File: src/rtl/core/qbe_pkg.sv
// Shared types, constants and helpers of the quantize-and-bitpack encoder.
package qbe_pkg;

  localparam int unsigned CFG_W      = 32;
  localparam int unsigned LEVEL_W    = 17;
  localparam int unsigned IDX_W      = 16;
  localparam int unsigned WID_W      = 5;
  localparam int unsigned OVL_W      = 32;
  localparam int unsigned PROD_W     = 64;
  localparam int unsigned FIFO_DEPTH = 4;
  localparam int unsigned FIFO_PTR_W = 2;
  localparam int unsigned FIFO_CNT_W = 3;
  localparam int unsigned ACC_BYTES  = 3;

  localparam logic [CFG_W-1:0]   RANGE_LOW_RST   = 32'hFFF6_0000;
  localparam logic [CFG_W-1:0]   RANGE_HIGH_RST  = 32'h000A_0000;
  localparam logic [CFG_W-1:0]   INV_STEP_RST    = 32'd838861;
  localparam logic [LEVEL_W-1:0] LEVEL_COUNT_RST = 17'd256;

  typedef enum logic [1:0] {
    REG_RANGE_LOW   = 2'd0,
    REG_RANGE_HIGH  = 2'd1,
    REG_INV_STEP    = 2'd2,
    REG_LEVEL_COUNT = 2'd3
  } qbe_reg_e;

  typedef struct packed {
    logic [CFG_W-1:0]   range_low;
    logic [CFG_W-1:0]   range_high;
    logic [CFG_W-1:0]   inv_step;
    logic [LEVEL_W-1:0] level_count;
  } qbe_cfg_t;

  // One classified sample on its way to the packer.
  typedef struct packed {
    logic [IDX_W-1:0] idx;
    logic [WID_W-1:0] width;
    logic             last;
    logic [OVL_W-1:0] ovl;
  } qbe_item_t;

  // Bits needed for indexes 0..levels-1, given levels-1 (at least 1).
  function automatic logic [WID_W-1:0] idx_width(input logic [IDX_W-1:0] max_idx);
    logic [WID_W-1:0] w;
    w = '0;
    for (int i = 0; i < IDX_W; i++) begin
      if (max_idx[i]) w = WID_W'(i + 1);
    end
    return w;
  endfunction

endpackage

File: src/rtl/core/quantize_and_bitpack_encoder.sv
// A sample passes the range-check and multiply registers, the queue and the packer's result
// list before its first result beat is shown. The packer issues one result beat per cycle
// while the receiver is ready; a sample has 0 to 3 results.
// The classifier is a 2-stage pipe (range check, then reciprocal multiply) feeding a
// 4-entry queue; a sample enters whenever the queue has credit.
// Reset (asynchronous, active low) restores the default config and clears the pipeline, queue and packer control state.
module quantize_and_bitpack_encoder #(
  parameter int unsigned MAX_PACKET_BYTES = 64,
  parameter int unsigned MAX_LEVELS       = 65536,
  parameter int unsigned SAMPLE_WIDTH     = 32
) (
  input  logic                                      clk_i,
  input  logic                                      rst_ni,
  input  logic                                      cfg_we_i,
  input  logic [1:0]                                cfg_idx_i,
  input  logic [qbe_pkg::CFG_W-1:0]                 cfg_data_i,
  input  logic                                      in_valid_i,
  output logic                                      in_ready_o,
  input  logic [SAMPLE_WIDTH-1:0]                   sample_value_i,
  input  logic                                      last_sample_i,
  output logic                                      out_valid_o,
  input  logic                                      out_ready_i,
  output logic [7:0]                                data_byte_o,
  output logic                                      byte_valid_o,
  output logic                                      end_of_packet_o,
  output logic [$clog2(MAX_PACKET_BYTES*8+1)-1:0]   packet_bits_o,
  output logic [qbe_pkg::OVL_W-1:0]                 overload_total_o
);

  localparam int unsigned BPW = $clog2(MAX_PACKET_BYTES*8+1);

  qbe_pkg::qbe_cfg_t                cfg_q;
  qbe_pkg::qbe_item_t               push_item, head_item;
  logic                             push, pop, not_empty;
  logic [qbe_pkg::FIFO_CNT_W-1:0]   fifo_count;

  always_ff @(posedge clk_i or negedge rst_ni) begin
    if (!rst_ni) begin
      cfg_q.range_low   <= qbe_pkg::RANGE_LOW_RST;
      cfg_q.range_high  <= qbe_pkg::RANGE_HIGH_RST;
      cfg_q.inv_step    <= qbe_pkg::INV_STEP_RST;
      cfg_q.level_count <= qbe_pkg::LEVEL_COUNT_RST;
    end else if (cfg_we_i) begin
      unique case (qbe_pkg::qbe_reg_e'(cfg_idx_i))
        qbe_pkg::REG_RANGE_LOW:   cfg_q.range_low   <= cfg_data_i;
        qbe_pkg::REG_RANGE_HIGH:  cfg_q.range_high  <= cfg_data_i;
        qbe_pkg::REG_INV_STEP:    cfg_q.inv_step    <= cfg_data_i;
        qbe_pkg::REG_LEVEL_COUNT: cfg_q.level_count <= cfg_data_i[qbe_pkg::LEVEL_W-1:0];
        default: ;
      endcase
    end
  end

  qbe_front #(
    .MAX_LEVELS  (MAX_LEVELS),
    .SAMPLE_WIDTH(SAMPLE_WIDTH)
  ) u_front (
    .clk_i         (clk_i),
    .rst_ni        (rst_ni),
    .cfg_i         (cfg_q),
    .in_valid_i    (in_valid_i),
    .in_ready_o    (in_ready_o),
    .sample_value_i(sample_value_i),
    .last_sample_i (last_sample_i),
    .fifo_count_i  (fifo_count),
    .push_o        (push),
    .item_o        (push_item)
  );

  qbe_fifo u_fifo (
    .clk_i      (clk_i),
    .rst_ni     (rst_ni),
    .push_i     (push),
    .item_i     (push_item),
    .pop_i      (pop),
    .head_o     (head_item),
    .not_empty_o(not_empty),
    .count_o    (fifo_count)
  );

  qbe_back #(
    .MAX_PACKET_BYTES(MAX_PACKET_BYTES),
    .BPW             (BPW)
  ) u_back (
    .clk_i           (clk_i),
    .rst_ni          (rst_ni),
    .head_i          (head_item),
    .not_empty_i     (not_empty),
    .pop_o           (pop),
    .out_valid_o     (out_valid_o),
    .out_ready_i     (out_ready_i),
    .data_byte_o     (data_byte_o),
    .byte_valid_o    (byte_valid_o),
    .end_of_packet_o (end_of_packet_o),
    .packet_bits_o   (packet_bits_o),
    .overload_total_o(overload_total_o)
  );

endmodule

File: src/rtl/core/qbe_front.sv
// Front end: range check, reciprocal multiply and rounding to a level index.
module qbe_front #(
  parameter int unsigned MAX_LEVELS   = 65536,
  parameter int unsigned SAMPLE_WIDTH = 32
) (
  input  logic                                 clk_i,
  input  logic                                 rst_ni,
  input  qbe_pkg::qbe_cfg_t                    cfg_i,
  input  logic                                 in_valid_i,
  output logic                                 in_ready_o,
  input  logic [SAMPLE_WIDTH-1:0]              sample_value_i,
  input  logic                                 last_sample_i,
  input  logic [qbe_pkg::FIFO_CNT_W-1:0]       fifo_count_i,
  output logic                                 push_o,
  output qbe_pkg::qbe_item_t                   item_o
);

  localparam int unsigned CW = (SAMPLE_WIDTH > 32) ? SAMPLE_WIDTH : 32;
  localparam int unsigned XW = CW + 1;

  logic                          accept;
  logic signed [XW-1:0]          v_x, lo_x, hi_x, diff_x;
  logic                          lt, gt;
  logic [qbe_pkg::OVL_W-1:0]     ovl_q, ovl_d;
  logic [qbe_pkg::FIFO_CNT_W-1:0] in_flight;

  logic                          s1_v_q, s1_lt_q, s1_gt_q, s1_last_q;
  logic [31:0]                   s1_diff_q;
  logic [qbe_pkg::OVL_W-1:0]     s1_ovl_q;

  logic                          s2_v_q, s2_lt_q, s2_gt_q, s2_last_q;
  logic [qbe_pkg::PROD_W-1:0]    s2_prod_q;
  logic [qbe_pkg::OVL_W-1:0]     s2_ovl_q;

  logic [qbe_pkg::LEVEL_W-1:0]   lvl;
  logic [qbe_pkg::IDX_W-1:0]     lvl_m1;
  logic [33:0]                   q_sum;
  logic [32:0]                   q;
  logic [qbe_pkg::IDX_W-1:0]     idx;

  // Credit check: everything in the pipe must fit in the queue.
  assign in_flight  = qbe_pkg::FIFO_CNT_W'(s1_v_q) + qbe_pkg::FIFO_CNT_W'(s2_v_q)
                    + fifo_count_i;
  assign in_ready_o = in_flight < qbe_pkg::FIFO_CNT_W'(qbe_pkg::FIFO_DEPTH);
  assign accept     = in_valid_i && in_ready_o;

  assign v_x    = XW'($signed(sample_value_i));
  assign lo_x   = XW'($signed(cfg_i.range_low));
  assign hi_x   = XW'($signed(cfg_i.range_high));
  assign lt     = v_x < lo_x;
  assign gt     = !lt && (v_x > hi_x);
  assign diff_x = v_x - lo_x;

  always_comb begin
    ovl_d = ovl_q;
    if (accept && (lt || gt) && (ovl_q != '1)) ovl_d = ovl_q + 1'b1;
  end

  always_ff @(posedge clk_i or negedge rst_ni) begin
    if (!rst_ni) begin
      ovl_q  <= '0;
      s1_v_q <= 1'b0;
      s2_v_q <= 1'b0;
    end else begin
      ovl_q  <= ovl_d;
      s1_v_q <= accept;
      s2_v_q <= s1_v_q;
    end
  end

  always_ff @(posedge clk_i) begin
    if (accept) begin
      s1_diff_q <= diff_x[31:0];
      s1_lt_q   <= lt;
      s1_gt_q   <= gt;
      s1_last_q <= last_sample_i;
      s1_ovl_q  <= ovl_d;
    end
    if (s1_v_q) begin
      s2_prod_q <= 64'(s1_diff_q) * 64'(cfg_i.inv_step);
      s2_lt_q   <= s1_lt_q;
      s2_gt_q   <= s1_gt_q;
      s2_last_q <= s1_last_q;
      s2_ovl_q  <= s1_ovl_q;
    end
  end

  always_comb begin
    if (cfg_i.level_count < qbe_pkg::LEVEL_W'(2)) begin
      lvl = qbe_pkg::LEVEL_W'(2);
    end else if (cfg_i.level_count > qbe_pkg::LEVEL_W'(MAX_LEVELS)) begin
      lvl = qbe_pkg::LEVEL_W'(MAX_LEVELS);
    end else begin
      lvl = cfg_i.level_count;
    end
  end

  assign lvl_m1 = qbe_pkg::IDX_W'(lvl - 1'b1);
  // Round half up on the Q32.32 product.
  assign q_sum  = {1'b0, s2_prod_q[63:31]} + 34'd1;
  assign q      = q_sum[33:1];

  always_comb begin
    if (s2_lt_q) begin
      idx = '0;
    end else if (s2_gt_q || (q >= 33'(lvl))) begin
      idx = lvl_m1;
    end else begin
      idx = q[qbe_pkg::IDX_W-1:0];
    end
  end

  assign push_o       = s2_v_q;
  assign item_o.idx   = idx;
  assign item_o.width = qbe_pkg::idx_width(lvl_m1);
  assign item_o.last  = s2_last_q;
  assign item_o.ovl   = s2_ovl_q;

endmodule

File: src/rtl/core/qbe_fifo.sv
// Short queue between the classifier and the packer.
module qbe_fifo (
  input  logic                           clk_i,
  input  logic                           rst_ni,
  input  logic                           push_i,
  input  qbe_pkg::qbe_item_t             item_i,
  input  logic                           pop_i,
  output qbe_pkg::qbe_item_t             head_o,
  output logic                           not_empty_o,
  output logic [qbe_pkg::FIFO_CNT_W-1:0] count_o
);

  qbe_pkg::qbe_item_t                     slots_q [qbe_pkg::FIFO_DEPTH];
  logic [qbe_pkg::FIFO_PTR_W-1:0]         wr_q, rd_q;
  logic [qbe_pkg::FIFO_CNT_W-1:0]         cnt_q;
  logic                                   do_pop;

  assign not_empty_o = cnt_q != '0;
  assign do_pop      = pop_i && not_empty_o;
  assign head_o      = slots_q[rd_q];
  assign count_o     = cnt_q;

  always_ff @(posedge clk_i) begin
    if (push_i) slots_q[wr_q] <= item_i;
  end

  always_ff @(posedge clk_i or negedge rst_ni) begin
    if (!rst_ni) begin
      wr_q  <= '0;
      rd_q  <= '0;
      cnt_q <= '0;
    end else begin
      if (push_i) wr_q <= wr_q + 1'b1;
      if (do_pop) rd_q <= rd_q + 1'b1;
      cnt_q <= cnt_q + qbe_pkg::FIFO_CNT_W'(push_i) - qbe_pkg::FIFO_CNT_W'(do_pop);
    end
  end

endmodule

File: src/rtl/core/qbe_back.sv
// Back end: packs level indexes LSB first and issues one result beat per cycle while the receiver is ready.
module qbe_back #(
  parameter int unsigned MAX_PACKET_BYTES = 64,
  parameter int unsigned BPW              = 10
) (
  input  logic                       clk_i,
  input  logic                       rst_ni,
  input  qbe_pkg::qbe_item_t         head_i,
  input  logic                       not_empty_i,
  output logic                       pop_o,
  output logic                       out_valid_o,
  input  logic                       out_ready_i,
  output logic [7:0]                 data_byte_o,
  output logic                       byte_valid_o,
  output logic                       end_of_packet_o,
  output logic [BPW-1:0]             packet_bits_o,
  output logic [qbe_pkg::OVL_W-1:0]  overload_total_o
);

  localparam int unsigned CAP = MAX_PACKET_BYTES * 8;
  localparam int unsigned NW  = (BPW > qbe_pkg::WID_W) ? BPW : qbe_pkg::WID_W;
  localparam logic [BPW-1:0] CAP_L = BPW'(CAP);

  // Packet state.
  logic [2:0]     pc_q;
  logic [6:0]     pend_q;
  logic [BPW-1:0] bp_q;

  // Result list of the sample being issued.
  logic [qbe_pkg::ACC_BYTES-1:0][7:0] acc_q;
  logic [1:0]                         nbytes_q, pos_q, rem_q;
  logic                               flushv_q;
  logic [BPW-1:0]                     bits_q;
  logic [qbe_pkg::OVL_W-1:0]          ovl_q;

  logic                               out_v_q;
  logic [7:0]                         out_byte_q;
  logic                               out_bv_q, out_end_q;
  logic [BPW-1:0]                     out_bits_q;
  logic [qbe_pkg::OVL_W-1:0]          out_ovl_q;

  logic                               load_ok, emit, finishing, pop;
  logic [BPW-1:0]                     avail;
  logic [qbe_pkg::WID_W-1:0]          nb;
  logic [qbe_pkg::IDX_W-1:0]          idx_m;
  logic [qbe_pkg::ACC_BYTES*8-1:0]    acc_flat;
  logic [qbe_pkg::ACC_BYTES-1:0][7:0] acc_b;
  logic [qbe_pkg::WID_W-1:0]          total;
  logic [1:0]                         nbytes;
  logic [2:0]                         newpc;
  logic [BPW-1:0]                     bp_new;
  logic [7:0]                         rest;

  assign load_ok   = !out_v_q || out_ready_i;
  assign emit      = (rem_q != 2'd0) && load_ok;
  assign finishing = (rem_q == 2'd0) || ((rem_q == 2'd1) && emit);
  assign pop       = not_empty_i && finishing;
  assign pop_o     = pop;

  // Drop bits past the packet capacity.
  assign avail = CAP_L - bp_q;
  assign nb    = (NW'(head_i.width) > NW'(avail)) ? qbe_pkg::WID_W'(avail) : head_i.width;

  always_comb begin
    for (int i = 0; i < qbe_pkg::IDX_W; i++) begin
      idx_m[i] = head_i.idx[i] && (qbe_pkg::WID_W'(i) < nb);
    end
  end

  assign acc_flat = (qbe_pkg::ACC_BYTES*8)'(pend_q)
                  | ((qbe_pkg::ACC_BYTES*8)'(idx_m) << pc_q);
  assign acc_b    = acc_flat;
  assign total    = qbe_pkg::WID_W'(pc_q) + nb;
  assign nbytes   = total[4:3];
  assign newpc    = total[2:0];
  assign rest     = acc_b[nbytes];
  assign bp_new   = bp_q + BPW'(nb);

  always_ff @(posedge clk_i or negedge rst_ni) begin
    if (!rst_ni) begin
      pc_q    <= '0;
      pend_q  <= '0;
      bp_q    <= '0;
      rem_q   <= '0;
      pos_q   <= '0;
      out_v_q <= 1'b0;
    end else begin
      if (pop) begin
        pos_q <= '0;
        rem_q <= nbytes + 2'(head_i.last);
        if (head_i.last) begin
          pc_q   <= '0;
          pend_q <= '0;
          bp_q   <= '0;
        end else begin
          pc_q   <= newpc;
          pend_q <= rest[6:0];
          bp_q   <= bp_new;
        end
      end else if (emit) begin
        pos_q <= pos_q + 1'b1;
        rem_q <= rem_q - 1'b1;
      end
      if (emit) begin
        out_v_q <= 1'b1;
      end else if (out_ready_i) begin
        out_v_q <= 1'b0;
      end
    end
  end

  always_ff @(posedge clk_i) begin
    if (pop) begin
      acc_q    <= acc_b;
      nbytes_q <= nbytes;
      flushv_q <= newpc != 3'd0;
      bits_q   <= bp_new;
      ovl_q    <= head_i.ovl;
    end
    if (emit) begin
      out_byte_q <= acc_q[pos_q];
      out_ovl_q  <= ovl_q;
      if (pos_q < nbytes_q) begin
        out_bv_q   <= 1'b1;
        out_end_q  <= 1'b0;
        out_bits_q <= '0;
      end else begin
        out_bv_q   <= flushv_q;
        out_end_q  <= 1'b1;
        out_bits_q <= bits_q;
      end
    end
  end

  assign out_valid_o      = out_v_q;
  assign data_byte_o      = out_byte_q;
  assign byte_valid_o     = out_bv_q;
  assign end_of_packet_o  = out_end_q;
  assign packet_bits_o    = out_bits_q;
  assign overload_total_o = out_ovl_q;

endmodule

File: config.mk
export PLATFORM = sky130hd
export DESIGN_NAME = quantize_and_bitpack_encoder
export DESIGN_NICKNAME = d
export VERILOG_FILES = /design/src/rtl/core/qbe_pkg.sv /design/src/rtl/core/quantize_and_bitpack_encoder.sv /design/src/rtl/core/qbe_front.sv /design/src/rtl/core/qbe_fifo.sv /design/src/rtl/core/qbe_back.sv
export SDC_FILE = /design/constraint.sdc
export NUM_CORES = 2
export LEC_CHECK = 0
export BUFFER_PORTS_ARGS = -buffer_cell sky130_fd_sc_hd__buf_2
export CORE_UTILIZATION = 55
export DETAILED_ROUTE_END_ITERATION = 10
export PLACE_DENSITY = 0.71
export SYNTH_ARGS = -nofsm -noshare
export SYNTH_HDL_FRONTEND = slang
export SYNTH_SLANG_ARGS = --single-unit
File: constraint.sdc
create_clock -name clk_i -period 8.4 [get_ports clk_i]
set_input_delay 1.26 -clock clk_i [delete_from_list [all_inputs] [get_ports clk_i]]
set_output_delay 1.26 -clock clk_i [all_outputs]
set_load 0.03 [all_outputs]
* Word level (Yosys, flattened, before mapping) *
Memories as Yosys holds them, arrays and structs flattened.
Cells that the tools add are included.

word-level totals
  memories = 1
  bits in registers = 466
  memory bits (writable) = 216
  bits of input ports = 72
  word-level logic and storage cells = 168
  output and inout port bits = 54

memory list
  name            words  bits a word  rd ports  clocked after Yosys merged registers in  wr ports  RTL line        source
  u_fifo.slots_q  4      54           1         0                                        1         qbe_fifo.sv:13  qbe_pkg::qbe_item_t slots_q [qbe_pkg::FIFO_DEPTH];

operators by class
  add/sub/neg operators = 16
  multiplexer cells = 38
  multiply operators = 1
  reductions and logical operators = 41
  equality and inequality tests = 5
  shift operators = 1
  order comparisons = 26
  bitwise gates (word level) = 1

operator list
  cell                                                   count
  multiplier 32 x 32 -> 64 bit                           1
  < comparator 4 x 5 -> 1 bit, first input constant      8
  adder 33 x 1 -> 34 bit, second input constant          1
  two-way mux 17 bit                                     2
  greater-or-equal comparator 33 x 17 -> 1 bit           1
  adder 32 x 1 -> 32 bit, second input constant          1
  binary-select mux 8 bit (select 2 bit)                 2
  greater-than comparator 32 bit                         1
  < comparator 32 bit                                    1
  two-way mux 16 bit                                     2
  two-way mux 32 bit                                     1
  two-way mux 4 bit                                      8
  != test 32 bit, second input constant                  1
  subtractor 32 bit                                      1
  logical AND 1 bit                                      24
  bitwise OR 7 x 24 -> 24 bit                            1
  << shifter 16 x 3 -> 24 bit                            1
  < comparator 3 x 5 -> 1 bit, first input constant      4
  greater-than comparator 17 bit, second input constant  1
  < comparator 17 x 2 -> 1 bit, second input constant    1
  subtractor 16 x 1 -> 16 bit, second input constant     1
  two-way mux 3 bit                                      5
  two-way mux 7 bit                                      2
  two-way mux 2 bit                                      6
  other kinds (28)                                       52

* Depth between registers and ports, before layout *
  depth after elaboration = 20
  depth in mapped cells = 29
  gate-level depth less buffers = 28

* By module *
From an unflattened synthesis, not the netlist that was laid out.

second synthesis, totals
  cell total of the unflattened synthesis = 5616
  area, all modules = 62017.0 sq um

by module, submodules not included
  module                        seq. area each (sq um)  area each (sq um)  cells each  instances
  qbe_front                     4904.7                  42259.3            4435        1
  qbe_fifo                      6661.4                  8190.4             316         1
  qbe_back                      4229.1                  7265.7             625         1
  quantize_and_bitpack_encoder  2862.7                  4301.6             240         1

* Least setup slack after synthesis *
OpenSTA, ideal clock, no wires.

  kind = register to register
  start point = register cfg_q[23] (netlist name)
  end point = register u_front.s2_prod_q[61] (netlist name), data pin
  setup time = 0.258 ns
  clock period less this slack = 7.459 ns
  buffers on the path = 1
  slack = 0.941 ns
  stages on the path, launching flop included = 26
  data arrival time = 7.201 ns
  required time = 8.142 ns
  path through = dfstp_2 clkbuf_1 and2_1 fa_1 fa_1 fa_1 inv_1 fa_1 inv_1 fa_1 ha_1 fa_1 inv_1 fa_1 inv_1 ha_1 a21o_1 a31o_2 a2111oi_0 nor2_1 a22oi_1 a21oi_1 a41o_1 a221o_1 a31oi_1 xnor2_1

on the way
  word-level cells in the longest chain between the ends = 1

RTL lines
  item                          RTL line                            source
  start: declaration            quantize_and_bitpack_encoder.sv:32  qbe_pkg::qbe_cfg_t cfg_q;
  multiplier 32 x 32 -> 64 bit  qbe_front.sv:80                     s2_prod_q <= 64'(s1_diff_q) * 64'(cfg_i.inv_step);
  end signal: assignment        qbe_front.sv:80
  end: declaration              qbe_front.sv:32                     logic [qbe_pkg::PROD_W-1:0] s2_prod_q;

No other way between the ends.
A chain may end at the register's enable or synchronous reset.

* Worst setup path after layout *
  start point = register cfg_q[32] (netlist name)
  end point = register u_front.s2_prod_q[61] (netlist name), data pin

The elaborated chain is that of the path after synthesis.

==> reports/metrics.yaml <==
final_layout:
  post-route-cell-area_um2: 67100
  drive_gt1_share_pct: 10.5
  register_area_um2: 18700
  syn2layout_area_growth_pct: 8.84
  multi_input_area_um2: 38300
  final_nets: 7095
  fillers: 9008
route:
  vias: 41468
  routed_wl_mm: 158
  drt_iter0_markers: 3446
  firstDrtPassIters: 6
  wl_per_cell_um: 21.6
  ant_nets: 0
  routed_via_density: 5.68
  drcViolationCount: 0
timing:
  setup_viol_count_final: 0
  whs_ns: 0.409
  fmax_mhz: 123
  finalCritPeriodShare_pct: 97.0
  finalWorstSetupSlack_ns: 0.254
  setup_tns_ns: 0
  hold_viol_final: 0
  worst_pin_slew_ns: 1.17
  clock-skew-final_ns: 0.0348
  slew_headroom_pct: 21.2
  min_period_ns: 8.15
  maxSlewViolCount: 0
synthesis:
  synth_top_area_cell: "fa_1"
  syn_nets: 7015
  synthTopCellsByArea: "fa_1 29%, edfxtp_1 23%, ha_1 7.5%"
  async_flop_share_pct: 27.5
  ys_seq_area_share_pct: 30.2
  netlist_instances: 5673
  synth_flop_cell: "edfxtp_1"
  ys_types: 82
  syn_area_per_cell_um2: 10.9
  ys_ff_latch: 650
  synth_edf_count: 471
  synth_top_area_share_pct: 29.2
  yosysWarnings: 0
  synth_area_um2: 61700
clocking:
  cts.clk_slew.worst_paths_ns: 0.06
  cts_made_buffers: 71
  clock-sinks: 650
  tritoncts: "built"
  clockRootBuffer: "clkbuf_16"
  htreeDepth: 3
  cts_hold_buf: 0
  clock_path_buffers: 3
  clk_latency_ns: 0.66
grt:
  grt_first_pass_wirelength_mm: 250
  grt_antenna_before_repair: 4
  track_usage_pct: 28.9
  grt_pass1_vias: 43775
  grt_overflow: 0
  grt_max_degree: 84
hold_path:
  holdPathStages: 0
  worstHoldStart: "u_front.s1_ovl_q[5]"
  min_to: "u_front.s2_ovl_q[5]"
  hp-class: "reg -> reg"
critical_path:
  cp-start-kind: "flip-flop"
  worst_path_max_delay_cell: "dfstp_2"
  crit_chain: "and2_1 > fa_1 > fa_1 > inv_1 > fa_1 > fa_1 > inv_1 > fa_1 > fa_1 > fa_1 > fa_1 > ha_1 > nand3_1 > nor3_4 > nand3_1 > o211ai_1 > buf_4 > a22oi_1 > buf_4 > a21oi_1 > a41o_1 > a221o_1 > a31oi_1 > xnor2_1"
  cpMostUsedCell: "fa_1"
  crit_buf_inv: 4
  crit_required_ns: 8.79
  critical_path.top_delay_family: "adder cells"
  critPathMaxStageDelay_ns: 0.95
  r2r_slack_ns: 0.25
  reg2reg_to: "u_front.s2_prod_q[61]"
  cp.arrival_ns: 8.54
  r2r_cells: 24
  worstSetupPathType: "reg -> reg"
  critical_path.endpoint_type: "flip-flop"
  r2r_start: "cfg_q[32]"
  cp_max_fo: 22
die:
  initial_core_util_pct: 55.6
  io_pins: 126
  dieWidth_um: 337
  core-area_um2: 111000
  design.die.area_um2: 113000
  std_cell_rows: 122
  fp.dieH_um: 337
placed_design:
  post_dp_cell_area_um2: 64600
  preCtsSetupSlack_ns: -0.135
  io_buffer_count: 125
  gp_congestion: 0.946
  hpwl_mm: 116
run_status:
  status: "completed"
run:
  max_cap_violations: 0
==> worst max path at each step <==
| stage | from | end | cells after the start |
|---|---|---|---|
| 2_1_floorplan | cfg_q[23] | u_front.s2_prod_q[61] | 25 |
| 3_3_place_gp | u_front.s1_diff_q[10] | u_front.s2_prod_q[61] | 26 |
| 3_5_place_dp | u_front.s1_diff_q[15] | u_front.s2_prod_q[61] | 23 |
| 4_1_cts | u_front.s1_diff_q[9] | u_front.s2_prod_q[61] | 26 |
| 5_1_grt | u_front.s1_diff_q[10] | u_front.s2_prod_q[61] | 27 |
| 6_report | cfg_q[32] | u_front.s2_prod_q[61] | 24 |
==> metrics by stage <==
stage / std cells / util, %
floorplan: 5673 / -
global placement: 7161 / 58.2
detailed placement: 7161 / 58.2
CTS: 7294 / 60.4
global route: 7300 / 60.5
finish: 7304 / 60.5
==> area by class of cell <==
type	instances	area share (%)
Multi-Input combinational cell	3747	57.0
Sequential cell	650	27.8
Inverter	1013	5.67
Timing Repair Buffer	270	3.09
Clock buffer	90	2.89
Tap cell	1488	2.77
Clock inverter	42	0.775
Antenna cell	4	0.0149
==> worst reg2reg max path: stages (launching register included) <==
cell and delay, ns:
dfstp_2 0.95, and2_1 0.29, fa_1 0.50, fa_1 0.53, inv_1 0.05, fa_1 0.46, fa_1 0.52, inv_1 0.06
fa_1 0.50, fa_1 0.42, fa_1 0.57, fa_1 0.47, ha_1 0.48, nand3_1 0.19, nor3_4 0.33, nand3_1 0.13
o211ai_1 0.10, buf_4 0.18, a22oi_1 0.09, buf_4 0.16, a21oi_1 0.20, a41o_1 0.25, a221o_1 0.21, a31oi_1 0.12
xnor2_1 0.14
==> Yosys cell counts (11+ instances only) <==
cell type and number:
a211oi_1 21, a21o_1 42, a21oi_1 117, a31oi_1 19
and2_1 601, and3_1 16, buf_1 12, clkbuf_1 243
dfrtp_1 151, dfstp_2 28, edfxtp_1 471, fa_1 899
ha_1 371, inv_1 1009, mux2_2 95, mux2i_1 41
mux4_2 58, nand2_1 611, nand2b_1 23, nand3_1 64
nand4_1 32, nor2_1 139, nor2b_1 32, nor3_1 52
nor4_1 14, o211ai_1 13, o21a_1 30, o21ai_0 131
o21bai_1 12, o31ai_1 11, or2_2 13, or3_1 15
xnor2_1 81, xor2_1 57
==> logic make-up (layout without fill, tap and decap cells) <==
family / after synthesis / in the layout / synth area share, %
xor+xnor: 138 / 138 / 1.96
buf+inv: 1276 / 1415 / 7.79
fa+ha+maj: 1270 / 1270 / 36.7
other cells: 0 / 4 / 0
simple gates: 1643 / 1643 / 13.5
mux: 195 / 195 / 4.55
flops: 650 / 650 / 30.2
compound gates: 501 / 501 / 5.26
==> registers in the layout, indices dropped and copies added (netlist names), 23 cells and up <==
| register | cells |
|---|---|
| u_front.s1_diff_q | 32 |
| u_front.ovl_q | 32 |
| u_front.s2_prod_q | 33 |
| u_back.acc_q | 23 |
| u_front.s2_ovl_q | 32 |
| u_back.overload_total_o | 32 |
| u_front.s1_ovl_q | 32 |
| cfg_q | 113 |
| u_fifo.slots_q | 216 |
| u_back.ovl_q | 32 |
==> per-layer routing <==
layer | vias to the layer above | part of all wire, % | global-route usage, %
li1 | 18267 | - | -
met3 | 380 | 7.7 | 5.37
met1 | 21119 | 41 | 38.6
met2 | 1700 | 48 | 47.2
met5 | - | 0.0082 | 0
met4 | 2 | 4.1 | 10.8
==> cell usage in the layout (no fill, tap or decap), drive strengths merged, types with 10 or more instances in the layout <==
master,n
or3,15
nand2,612
inv,1020
nor2,139
mux2,95
nand4,32
nand3,64
nand2b,23
mux4,58
xor2,57
a31oi,19
fa,899
nor3,54
o21ai,135
a21oi,117
and2,601
o21bai,12
o211ai,13
and3,16
xnor2,81
or2,13
ha,371
buf,269
clkinv,26
clkbuf,91
a21o,42
mux2i,42
nor4,14
o31ai,11
nor2b,32
o22ai,10
a211oi,21
edfxtp,471
and4,10
dfstp,28
o21a,31
dfrtp,151
==> repair_timing <==
action,4_1_cts,5_1_grt
pin swaps,0,1
endpoints found under the setup margin,4,5
setup buffers,1,6
resized for setup,1,4
Power is left out: the tool's default activity adds up to more than one toggle a clock period on the data nets, which glitch-free logic cannot reach.
